$ cat src/design/bvsa_pkg.sv
// shared types and constants for the barometric vertical speed averager
// no dependencies; imported by bvsa_div and baro_vertical_speed_averager_core
`default_nettype none

package bvsa_pkg;

    // rate ring, depth kept a power of two (two or more entries)
    localparam int RING_LOG2  = 2;
    localparam int RING_DEPTH = 1 << RING_LOG2;

    localparam int ALT_W    = 23;
    localparam int DIFF_W   = ALT_W + 1;
    localparam int MAG_W    = ALT_W;
    localparam int MS_W     = 16;
    localparam int K_W      = 10;
    localparam int DVD_W    = MAG_W + K_W;
    localparam int QUO_W    = 16;
    localparam int CNT_W    = $clog2(QUO_W);
    localparam int VS_W     = 17;
    localparam int SUM_W    = VS_W + RING_LOG2;
    localparam int VMAG_W   = 16;
    localparam int DB_W     = 10;
    localparam int SCALE_W  = 18;
    localparam int PROD_W   = VMAG_W + SCALE_W;
    localparam int RND_W    = PROD_W - 16 + 1;
    localparam int FPM_W    = 18;
    localparam int S_DATA_W = 40;
    localparam int M_DATA_W = 64;
    localparam int APB_AW   = 3;
    localparam int APB_DW   = 32;

    localparam logic [K_W-1:0]     MS_PER_S      = K_W'(1000);
    localparam logic [DB_W-1:0]    DEADBAND_RST  = DB_W'(10);
    localparam logic [SCALE_W-1:0] SCALE_RST     = SCALE_W'(129007);
    localparam logic [FPM_W-1:0]   FPM_POS_LIMIT = FPM_W'(131071);
    localparam logic [RND_W-1:0]   FPM_NEG_MAG   = RND_W'(131072);
    localparam logic [RND_W-1:0]   FPM_POS_MAG   = RND_W'(131071);
    localparam logic [PROD_W:0]    ROUND_HALF    = (PROD_W+1)'(32768);

    // register index, taken from paddr[2]
    localparam logic REG_DEADBAND = 1'b0;
    localparam logic REG_SCALE    = 1'b1;

    typedef struct packed {
        logic              start;
        logic [DVD_W-1:0]  dividend;
        logic [MS_W-1:0]   divisor;
    } t_div_ctl;

    typedef struct packed {
        logic              done;
        logic [QUO_W-1:0]  quotient;
    } t_div_stat;

endpackage

`default_nettype wire

$ cat src/design/bvsa_div.sv
// shift and subtract divider, one quotient bit per cycle, saturating at 16 bits
// depends on bvsa_pkg
`default_nettype none

module bvsa_div import bvsa_pkg::*; (
    input  wire logic      i_clk,
    input  wire logic      i_rst_n,
    input  wire t_div_ctl  i_ctl,
    output t_div_stat      o_stat
);

    logic               r_busy;
    logic               r_done;
    logic               r_sat;
    logic [CNT_W-1:0]   r_cnt;
    logic [MS_W-1:0]    r_rem;
    logic [QUO_W-1:0]   r_low;
    logic [QUO_W-1:0]   r_quo;
    logic [MS_W-1:0]    r_dvs;

    logic               sat_c;
    logic [MS_W:0]      trial;
    logic               ge;
    logic [MS_W:0]      diff;

    // quotient overflows 16 bits exactly when the upper dividend part reaches the divisor
    assign sat_c = i_ctl.dividend[DVD_W-1:QUO_W] >= {1'b0, i_ctl.divisor};
    assign trial = {r_rem, r_low[QUO_W-1]};
    assign ge    = trial >= {1'b0, r_dvs};
    assign diff  = trial - {1'b0, r_dvs};

    always_ff @(posedge i_clk) begin
        if (!i_rst_n) begin
            r_busy <= 1'b0;
            r_done <= 1'b0;
            r_sat  <= 1'b0;
            r_cnt  <= '0;
        end else begin
            r_done <= 1'b0;
            if (i_ctl.start) begin
                r_sat  <= sat_c;
                r_rem  <= i_ctl.dividend[QUO_W+MS_W-1:QUO_W];
                r_low  <= i_ctl.dividend[QUO_W-1:0];
                r_dvs  <= i_ctl.divisor;
                r_quo  <= '0;
                r_cnt  <= '0;
                r_busy <= !sat_c;
                r_done <= sat_c;
            end else if (r_busy) begin
                r_rem <= ge ? diff[MS_W-1:0] : trial[MS_W-1:0];
                r_low <= {r_low[QUO_W-2:0], 1'b0};
                r_quo <= {r_quo[QUO_W-2:0], ge};
                r_cnt <= r_cnt + 1'b1;
                if (r_cnt == CNT_W'(QUO_W - 1)) begin
                    r_busy <= 1'b0;
                    r_done <= 1'b1;
                end
            end
        end
    end

    assign o_stat.done     = r_done;
    assign o_stat.quotient = r_sat ? '1 : r_quo;

endmodule

`default_nettype wire

$ cat src/design/baro_vertical_speed_averager_core.sv
// barometric vertical speed averager, top level with sequencer, rate ring and apb registers
// depends on bvsa_pkg and bvsa_div
//
// Takes one altitude word (cm) with the ms since the last sample and returns one word with
// the altitude, the ring-averaged climb rate in cm/s after the deadband, the same rate in
// feet per minute, and a time error flag in tuser. The block handles one word at a time:
// the input is ready only while the sequencer is idle. The time of a normal sample from
// accept to output is set mostly by the 16-step shift and subtract divider and the walk
// that sums the ring through one adder; a saturated rate saves the divider steps, a zero
// elapsed time skips the divider and the first sample after reset primes the previous
// altitude and goes straight to a zero rate. A finished word waits in the output register
// while the next sample is taken. Registers: deadband at address 0x0, fpm scale (Q16) at
// 0x4.
`default_nettype none

module baro_vertical_speed_averager_core import bvsa_pkg::*; (
    input  wire logic                 i_clk,
    input  wire logic                 i_rst_n,
    // slave stream
    input  wire logic                 i_s_axis_tvalid,
    output logic                      o_s_axis_tready,
    input  wire logic [S_DATA_W-1:0]  i_s_axis_tdata,  // altitude_cm[22:0], elapsed_ms[38:23]
    // master stream
    output logic                      o_m_axis_tvalid,
    input  wire logic                 i_m_axis_tready,
    output logic [M_DATA_W-1:0]       o_m_axis_tdata,  // altitude_out_cm[22:0],
                                                       // vspeed_cm_per_s[39:23],
                                                       // vspeed_fpm[57:40]
    output logic                      o_m_axis_tuser,  // time_error
    // apb registers
    input  wire logic                 psel,
    input  wire logic                 penable,
    input  wire logic                 pwrite,
    input  wire logic [APB_AW-1:0]    paddr,
    input  wire logic [APB_DW-1:0]    pwdata,
    output logic [APB_DW-1:0]         prdata,
    output logic                      pready
);

    typedef enum logic [2:0] {
        ST_IDLE,
        ST_MUL,
        ST_START,
        ST_DIV,
        ST_SUM,
        ST_AVG,
        ST_FPM,
        ST_OUT
    } t_state;

    t_state                       r_state;
    logic                         r_primed;
    logic                         r_first;
    logic                         r_err;
    logic signed [ALT_W-1:0]      r_alt;
    logic signed [ALT_W-1:0]      r_prev;
    logic [MS_W-1:0]              r_elapsed;
    logic [DVD_W-1:0]             r_dvd;
    logic                         r_neg;
    logic signed [VS_W-1:0]       r_ring [RING_DEPTH];
    logic [RING_LOG2-1:0]         r_ptr;
    logic [RING_LOG2-1:0]         r_idx;
    logic signed [SUM_W-1:0]      r_sum;
    logic [VMAG_W-1:0]            r_vmag;
    logic                         r_vneg;
    logic [PROD_W-1:0]            r_prod;
    logic [DB_W-1:0]              r_deadband;
    logic [SCALE_W-1:0]           r_scale;
    logic                         r_m_valid;
    logic signed [ALT_W-1:0]      r_out_alt;
    logic signed [VS_W-1:0]       r_out_vs;
    logic signed [FPM_W-1:0]      r_out_fpm;
    logic                         r_out_err;

    t_div_ctl                     div_ctl;
    t_div_stat                    div_stat;

    logic                         s_acc;
    logic                         cfg_wr;
    logic signed [DIFF_W-1:0]     alt_diff;
    logic [MAG_W-1:0]             diff_mag;
    logic signed [VS_W-1:0]       rate;
    logic [SUM_W-1:0]             sum_mag;
    logic [VMAG_W-1:0]            avg_mag;
    logic [PROD_W:0]              prod_rnd;
    logic [RND_W-1:0]             fpm_mag;
    logic signed [FPM_W-1:0]      fpm_val;
    logic signed [VS_W-1:0]       vs_val;
    logic                         out_free;

    assign s_acc  = i_s_axis_tvalid && o_s_axis_tready;
    assign cfg_wr = psel && penable && pwrite && pready;

    assign alt_diff = DIFF_W'(r_alt) - DIFF_W'(r_prev);
    assign diff_mag = alt_diff[DIFF_W-1] ? MAG_W'(-alt_diff) : MAG_W'(alt_diff);

    assign div_ctl.start    = (r_state == ST_START);
    assign div_ctl.dividend = r_dvd;
    assign div_ctl.divisor  = r_elapsed;

    assign rate = r_neg ? -VS_W'(div_stat.quotient) : VS_W'(div_stat.quotient);

    // average truncates toward zero, so shift the magnitude
    assign sum_mag = r_sum[SUM_W-1] ? SUM_W'(-r_sum) : SUM_W'(r_sum);
    assign avg_mag = VMAG_W'(sum_mag >> RING_LOG2);

    // round half away from zero on the magnitude, then saturate per sign
    assign prod_rnd = (PROD_W+1)'(r_prod) + ROUND_HALF;
    assign fpm_mag  = prod_rnd[PROD_W:16];
    always_comb begin
        if (r_vneg) begin
            fpm_val = (fpm_mag > FPM_NEG_MAG) ? $signed({1'b1, {(FPM_W-1){1'b0}}})
                                              : -FPM_W'(fpm_mag);
        end else begin
            fpm_val = (fpm_mag > FPM_POS_MAG) ? $signed(FPM_POS_LIMIT) : FPM_W'(fpm_mag);
        end
    end
    assign vs_val = r_vneg ? -VS_W'(r_vmag) : VS_W'(r_vmag);

    assign out_free = !r_m_valid || i_m_axis_tready;

    bvsa_div u_div (
        .i_clk   (i_clk),
        .i_rst_n (i_rst_n),
        .i_ctl   (div_ctl),
        .o_stat  (div_stat)
    );

    always_ff @(posedge i_clk) begin
        if (!i_rst_n) begin
            r_state    <= ST_IDLE;
            r_primed   <= 1'b0;
            r_prev     <= '0;
            r_ptr      <= '0;
            r_idx      <= '0;
            r_m_valid  <= 1'b0;
            r_deadband <= DEADBAND_RST;
            r_scale    <= SCALE_RST;
            for (int i = 0; i < RING_DEPTH; i++) begin
                r_ring[i] <= '0;
            end
        end else begin
            if (cfg_wr) begin
                case (paddr[2])
                    REG_DEADBAND: r_deadband <= pwdata[DB_W-1:0];
                    REG_SCALE:    r_scale    <= pwdata[SCALE_W-1:0];
                    default:      r_deadband <= r_deadband;
                endcase
            end

            if (r_m_valid && i_m_axis_tready) begin
                r_m_valid <= 1'b0;
            end

            case (r_state)
                ST_IDLE: begin
                    if (s_acc) begin
                        r_alt     <= i_s_axis_tdata[ALT_W-1:0];
                        r_elapsed <= i_s_axis_tdata[ALT_W+MS_W-1:ALT_W];
                        r_first   <= !r_primed;
                        r_err     <= r_primed && (i_s_axis_tdata[ALT_W+MS_W-1:ALT_W] == '0);
                        r_primed  <= 1'b1;
                        r_state   <= ST_MUL;
                    end
                end
                ST_MUL: begin
                    r_dvd  <= DVD_W'(diff_mag) * DVD_W'(MS_PER_S);
                    r_neg  <= alt_diff[DIFF_W-1];
                    r_prev <= r_alt;
                    r_sum  <= '0;
                    r_idx  <= '0;
                    if (r_first) begin
                        r_vmag  <= '0;
                        r_vneg  <= 1'b0;
                        r_state <= ST_FPM;
                    end else if (r_err) begin
                        r_state <= ST_SUM;
                    end else begin
                        r_state <= ST_START;
                    end
                end
                ST_START: begin
                    r_state <= ST_DIV;
                end
                ST_DIV: begin
                    if (div_stat.done) begin
                        r_ring[r_ptr] <= rate;
                        r_ptr         <= r_ptr + 1'b1;
                        r_state       <= ST_SUM;
                    end
                end
                ST_SUM: begin
                    r_sum <= r_sum + SUM_W'(r_ring[r_idx]);
                    r_idx <= r_idx + 1'b1;
                    if (r_idx == RING_LOG2'(RING_DEPTH - 1)) begin
                        r_state <= ST_AVG;
                    end
                end
                ST_AVG: begin
                    if (avg_mag < VMAG_W'(r_deadband)) begin
                        r_vmag <= '0;
                        r_vneg <= 1'b0;
                    end else begin
                        r_vmag <= avg_mag;
                        r_vneg <= r_sum[SUM_W-1];
                    end
                    r_state <= ST_FPM;
                end
                ST_FPM: begin
                    r_prod  <= PROD_W'(r_vmag) * PROD_W'(r_scale);
                    r_state <= ST_OUT;
                end
                ST_OUT: begin
                    if (out_free) begin
                        r_out_alt <= r_alt;
                        r_out_vs  <= vs_val;
                        r_out_fpm <= fpm_val;
                        r_out_err <= r_err;
                        r_m_valid <= 1'b1;
                        r_state   <= ST_IDLE;
                    end
                end
                default: begin
                    r_state <= ST_IDLE;
                end
            endcase
        end
    end

    assign o_s_axis_tready = (r_state == ST_IDLE);
    assign o_m_axis_tvalid = r_m_valid;
    assign o_m_axis_tdata  = {{(M_DATA_W-ALT_W-VS_W-FPM_W){1'b0}}, r_out_fpm, r_out_vs,
                              r_out_alt};
    assign o_m_axis_tuser  = r_out_err;

    assign pready = 1'b1;
    assign prdata = (paddr[2] == REG_SCALE) ? APB_DW'(r_scale) : APB_DW'(r_deadband);

`ifndef SYNTHESIS
    // the divider is never started with a zero time base
    a_div_nonzero: assert property (@(posedge i_clk) disable iff (!i_rst_n)
        div_ctl.start |-> (r_elapsed != '0))
        else $error("divider started with zero elapsed time");

    // the ring pointer moves by one exactly when a rate is written
    a_ptr_step: assert property (@(posedge i_clk) disable iff (!i_rst_n)
        (r_state == ST_DIV && div_stat.done) |=> (r_ptr == $past(r_ptr) + 1'b1))
        else $error("ring pointer did not advance on rate write");

    a_ptr_hold: assert property (@(posedge i_clk) disable iff (!i_rst_n)
        !(r_state == ST_DIV && div_stat.done) |=> $stable(r_ptr))
        else $error("ring pointer moved without a rate write");

    // a new output word only comes out of the final sequencer step
    a_out_src: assert property (@(posedge i_clk) disable iff (!i_rst_n)
        $rose(r_m_valid) |-> ($past(r_state) == ST_OUT))
        else $error("output word loaded outside the output step");

    // a time error word never carries a fresh divider result
    a_err_path: assert property (@(posedge i_clk) disable iff (!i_rst_n)
        (r_state == ST_DIV) |-> !r_err && !r_first)
        else $error("divider path taken for an error or priming sample");
`endif

endmodule

`default_nettype wire
$ cat config.mk
export PLATFORM = sky130hd
export DESIGN_NAME = baro_vertical_speed_averager_core
export DESIGN_NICKNAME = d
export VERILOG_FILES = /design/src/design/bvsa_pkg.sv /design/src/design/bvsa_div.sv /design/src/design/baro_vertical_speed_averager_core.sv
export SDC_FILE = /design/constraint.sdc
export NUM_CORES = 2
export LEC_CHECK = 0
export BUFFER_PORTS_ARGS = -buffer_cell sky130_fd_sc_hd__buf_2
export CORE_UTILIZATION = 45
export CTS_CLUSTER_SIZE = 8
export DETAILED_ROUTE_END_ITERATION = 8
export SLEW_MARGIN = 10
export SYNTH_ARGS = -nofsm -noshare
export SYNTH_HDL_FRONTEND = slang
export SYNTH_SLANG_ARGS = --single-unit
$ cat constraint.sdc
create_clock -name i_clk -period 13.5 [get_ports i_clk]
set_input_delay 0 -clock i_clk [delete_from_list [all_inputs] [get_ports i_clk]]
set_output_delay 0 -clock i_clk [all_outputs]
set_load 0.01 [all_outputs]
==> impl_metrics.yaml <==
floorplanning:
  core_um2: 71900
  pin_count: 182
  start_util: 0.457
  die_w_um: 272
  die_h_um: 272
  rows: 98
  die-area_um2: 74000
sta:
  setup_viol: 0
  tns_ns: 0
  period_minus_slack_ns: 8.65
  fin_crit_sh: 0.640
  worst_pin_slew_ns: 1.18
  hold_slack_ns: 0.0667
  fin_worst_skew_ns: 0.0701
  final_hold_viol_count: 0
  fmax_mhz: 116
  timing.final.max_slew_violations: 0
  slew_headroom: 0.207
  rsz0062_at_grt: "no"
clock_network:
  ctsResizeCount: 0
  cts_root_buf: "clkbuf_16"
  cts.htree.levels: 2
  cts_inserted_buffers: 56
  clock_latency_ns: 0.66
  cts_tree: "done"
  clock_sinks: 384
  cts.reportedPaths.clkPinSlew_ns: 0.06
  cts_buffer_depth: 3
placed_design:
  port_buffers: 143
  place.gp.congestion: 0.835
  dpl_cell_area_um2: 34400
  hpwl_um: 54300
yosys:
  syn_area_per_cell_um2: 9.77
  syn_area_um2: 32800
  synth.distinct_cells: 88
  ys_warn_count: 0
  synth_edf_count: 315
  ys_seq_elements: 384
  syn_inst: 3359
  synth_flop_cell: "edfxtp_1"
  synth-seq-area-share: 0.330
  async_flop_share: 0
setup_path:
  r2r_slack_ns: 4.85
  critPathLaunchType: "flop"
  critPathMaxStageDelay_ns: 0.65
  crit_family: "compound AO/OA/AOI/OAI gates"
  r2r_cells: 27
  cp_max_fo: 13
  crit_slowest_cell: "a2111oi_0"
  crit_buf_inv: 3
  critical_path_required_ns: 13.88
  arrival_ns: 9.03
  critPathKind: "reg2reg"
  r2r-end: "r_dvd[32]"
  cp-end-kind: "flop"
  regToRegStartpoint: "r_alt[8]"
routing:
  routed_wl_um: 74300
  drc_errors: 0
  via_per_inst: 5.20
  wire_per_inst_um: 16.4
  drt_iter0_drc: 1089
  dr.pass1.iters: 5
  via_count: 23567
  ant_nets: 0
grt:
  overflow: 0
  grt_start_max_net_pins: 63
  grt_pass1_vias: 23908
  antenna_found_initial: 1
  grt_pass1_wl_um: 123000
  gr-usage-all-layers: 0.206
job:
  drv_cap: 0
cells_and_area:
  layout-drive-gt1-share: 0.0891
  regArea_um2: 10800
  syn_to_final_growth_pct: 12.4
  antenna_cells: 0
  final_nets: 4168
  stdcell_area_um2: 36900
  multi_input_area_um2: 19700
  nFillCells: 6739
min_path:
  hold_depth: 2
  holdCritStartpoint: "i_s_axis_tdata[22]"
  min_path_type: "in2reg"
  whs_endpoint: "r_alt[22]"
run_status:
  status: "finished clean"
-- per-layer routing --
layer  global-route usage  wire length, um  vias up  share of wire
met5                    0                0        -              0
met4               0.0557             1630        0          0.022
met3               0.0242             2920       99          0.039
met2                0.369            37500      414           0.50
met1                0.263            32300    11584           0.43
li1                     -                -    11470              -
-- flip-flops by register name, summed over array words and instances (netlist names), 4 cells and up, named ones only --
signal	flops
r_prod	19
r_alt	23
r_ring	68
u_div.r_dvs	16
r_vmag	16
r_scale	18
r_out_alt	23
u_div.r_cnt	4
u_div.r_quo	16
r_elapsed	16
u_div.r_rem	16
r_prev	23
r_out_fpm	18
u_div.r_low	13
r_sum	19
r_out_vs	17
r_dvd	30
r_deadband	10
-- cells by family after synthesis --
| kind of cell | count (synthesis) | share of synthesized area |
|---|---|---|
| multiplexers | 43 | 0.0199 |
| adder cells (fa/ha/maj) | 553 | 0.277 |
| AND/OR/NAND/NOR | 1114 | 0.160 |
| AO/OA/AOI/OAI | 469 | 0.0909 |
| buffers and inverters | 614 | 0.0729 |
| other | 2 | 0.000229 |
| XOR/XNOR | 180 | 0.0487 |
| flip-flops | 384 | 0.330 |
-- cell usage after synthesis, drive strengths merged (16+ instances only) --
cell type | count | area share
inv | 460 | 0.053
nand2 | 460 | 0.053
edfxtp | 315 | 0.29
fa | 292 | 0.18
ha | 260 | 0.099
nor2 | 224 | 0.026
a21oi | 159 | 0.024
and2 | 137 | 0.026
clkbuf | 121 | 0.014
xnor2 | 119 | 0.032
o21ai | 101 | 0.015
dfxtp | 69 | 0.042
xor2 | 61 | 0.017
nand3 | 58 | 0.0088
nor3 | 45 | 0.0069
a21o | 44 | 0.010
buf | 33 | 0.0065
nor2b | 33 | 0.0069
nand2b | 32 | 0.0063
or3 | 25 | 0.0051
nand4 | 23 | 0.0044
o21a | 20 | 0.0046
mux2i | 19 | 0.0058
mux4 | 17 | 0.012
or2 | 17 | 0.0032
a211oi | 16 | 0.0037
-- repair_timing --
| action | CTS | global route |
|---|---|---|
| hold endpoints to repair | 72 | 0 |
| hold buffers | 73 | 0 |
| buffers inserted | 0 | 0 |
-- cells in the final DEF (no fill, tap or decap), types with 9 or more instances in the layout --
master         synthesis  routed
and3_1                15      14
clkbuf_16              0      56
a211o_1                9       9
nor2b_1               25      25
mux2i_1               19      19
nand2b_1              31      31
dfxtp_1               69      69
or2_2                 15      15
o211ai_1              12      12
nand3_1               58      58
inv_1                460     459
o21a_1                20      20
nor2_1               222     219
o21ai_0               97      97
buf_4                 21      36
nor4_1                14      14
a311oi_1              11      11
a21oi_1              159     158
fa_1                 292     292
clkbuf_1             121      41
a211oi_1              16      16
conb_1                 2      21
xor2_1                60      60
o31ai_1               13      13
a31oi_1               11      11
o21bai_1              12      12
buf_2                  3     143
nor3_1                45      44
ha_1                 260     260
nand2_1              460     459
xnor2_1              117     117
mux4_2                17      17
dlygate4sd3_1          0      73
and2_1               137     137
edfxtp_1             315     315
a21o_1                44      44
or3_1                 23      23
nand4_1               23      23
-- metrics by stage --
stage / setup WS, ns / utilization / cells
2_1_floorplan: 6.17 / - / 3378
3_3_place_gp: 4.94 / 0.479 / 4353
3_5_place_dp: 4.89 / 0.479 / 4353
4_1_cts: 4.86 / 0.514 / 4532
5_1_grt: 4.08 / 0.514 / 4532
6_report: 4.85 / 0.514 / 4532
-- final cells by class --
| class | instances | area share |
|---|---|---|
| Clock inverter | 8 | 0.00454 |
| Inverter | 460 | 0.0468 |
| Timing Repair Buffer | 252 | 0.0465 |
| Clock buffer | 98 | 0.0425 |
| Sequential cell | 384 | 0.294 |
| Tap cell | 950 | 0.0322 |
| Multi-Input combinational cell | 2380 | 0.534 |
-- worst max-delay path by stage --
| stage | startpoint | to | slack, ns | depth (start not counted) |
|---|---|---|---|---|
| 2_1_floorplan | r_alt[8] | r_dvd[32] | 6.17 | 28 |
| 3_3_place_gp | r_alt[8] | r_dvd[32] | 4.94 | 27 |
| 3_5_place_dp | r_alt[5] | r_dvd[32] | 4.89 | 27 |
| 4_1_cts | r_alt[8] | r_dvd[32] | 4.86 | 27 |
| 5_1_grt | r_alt[5] | r_dvd[32] | 4.08 | 27 |
| 6_report | r_alt[8] | r_dvd[32] | 4.85 | 27 |
Power is not shown: default switching activity piles up to over one toggle a cycle in this logic, so the estimate is an artifact.
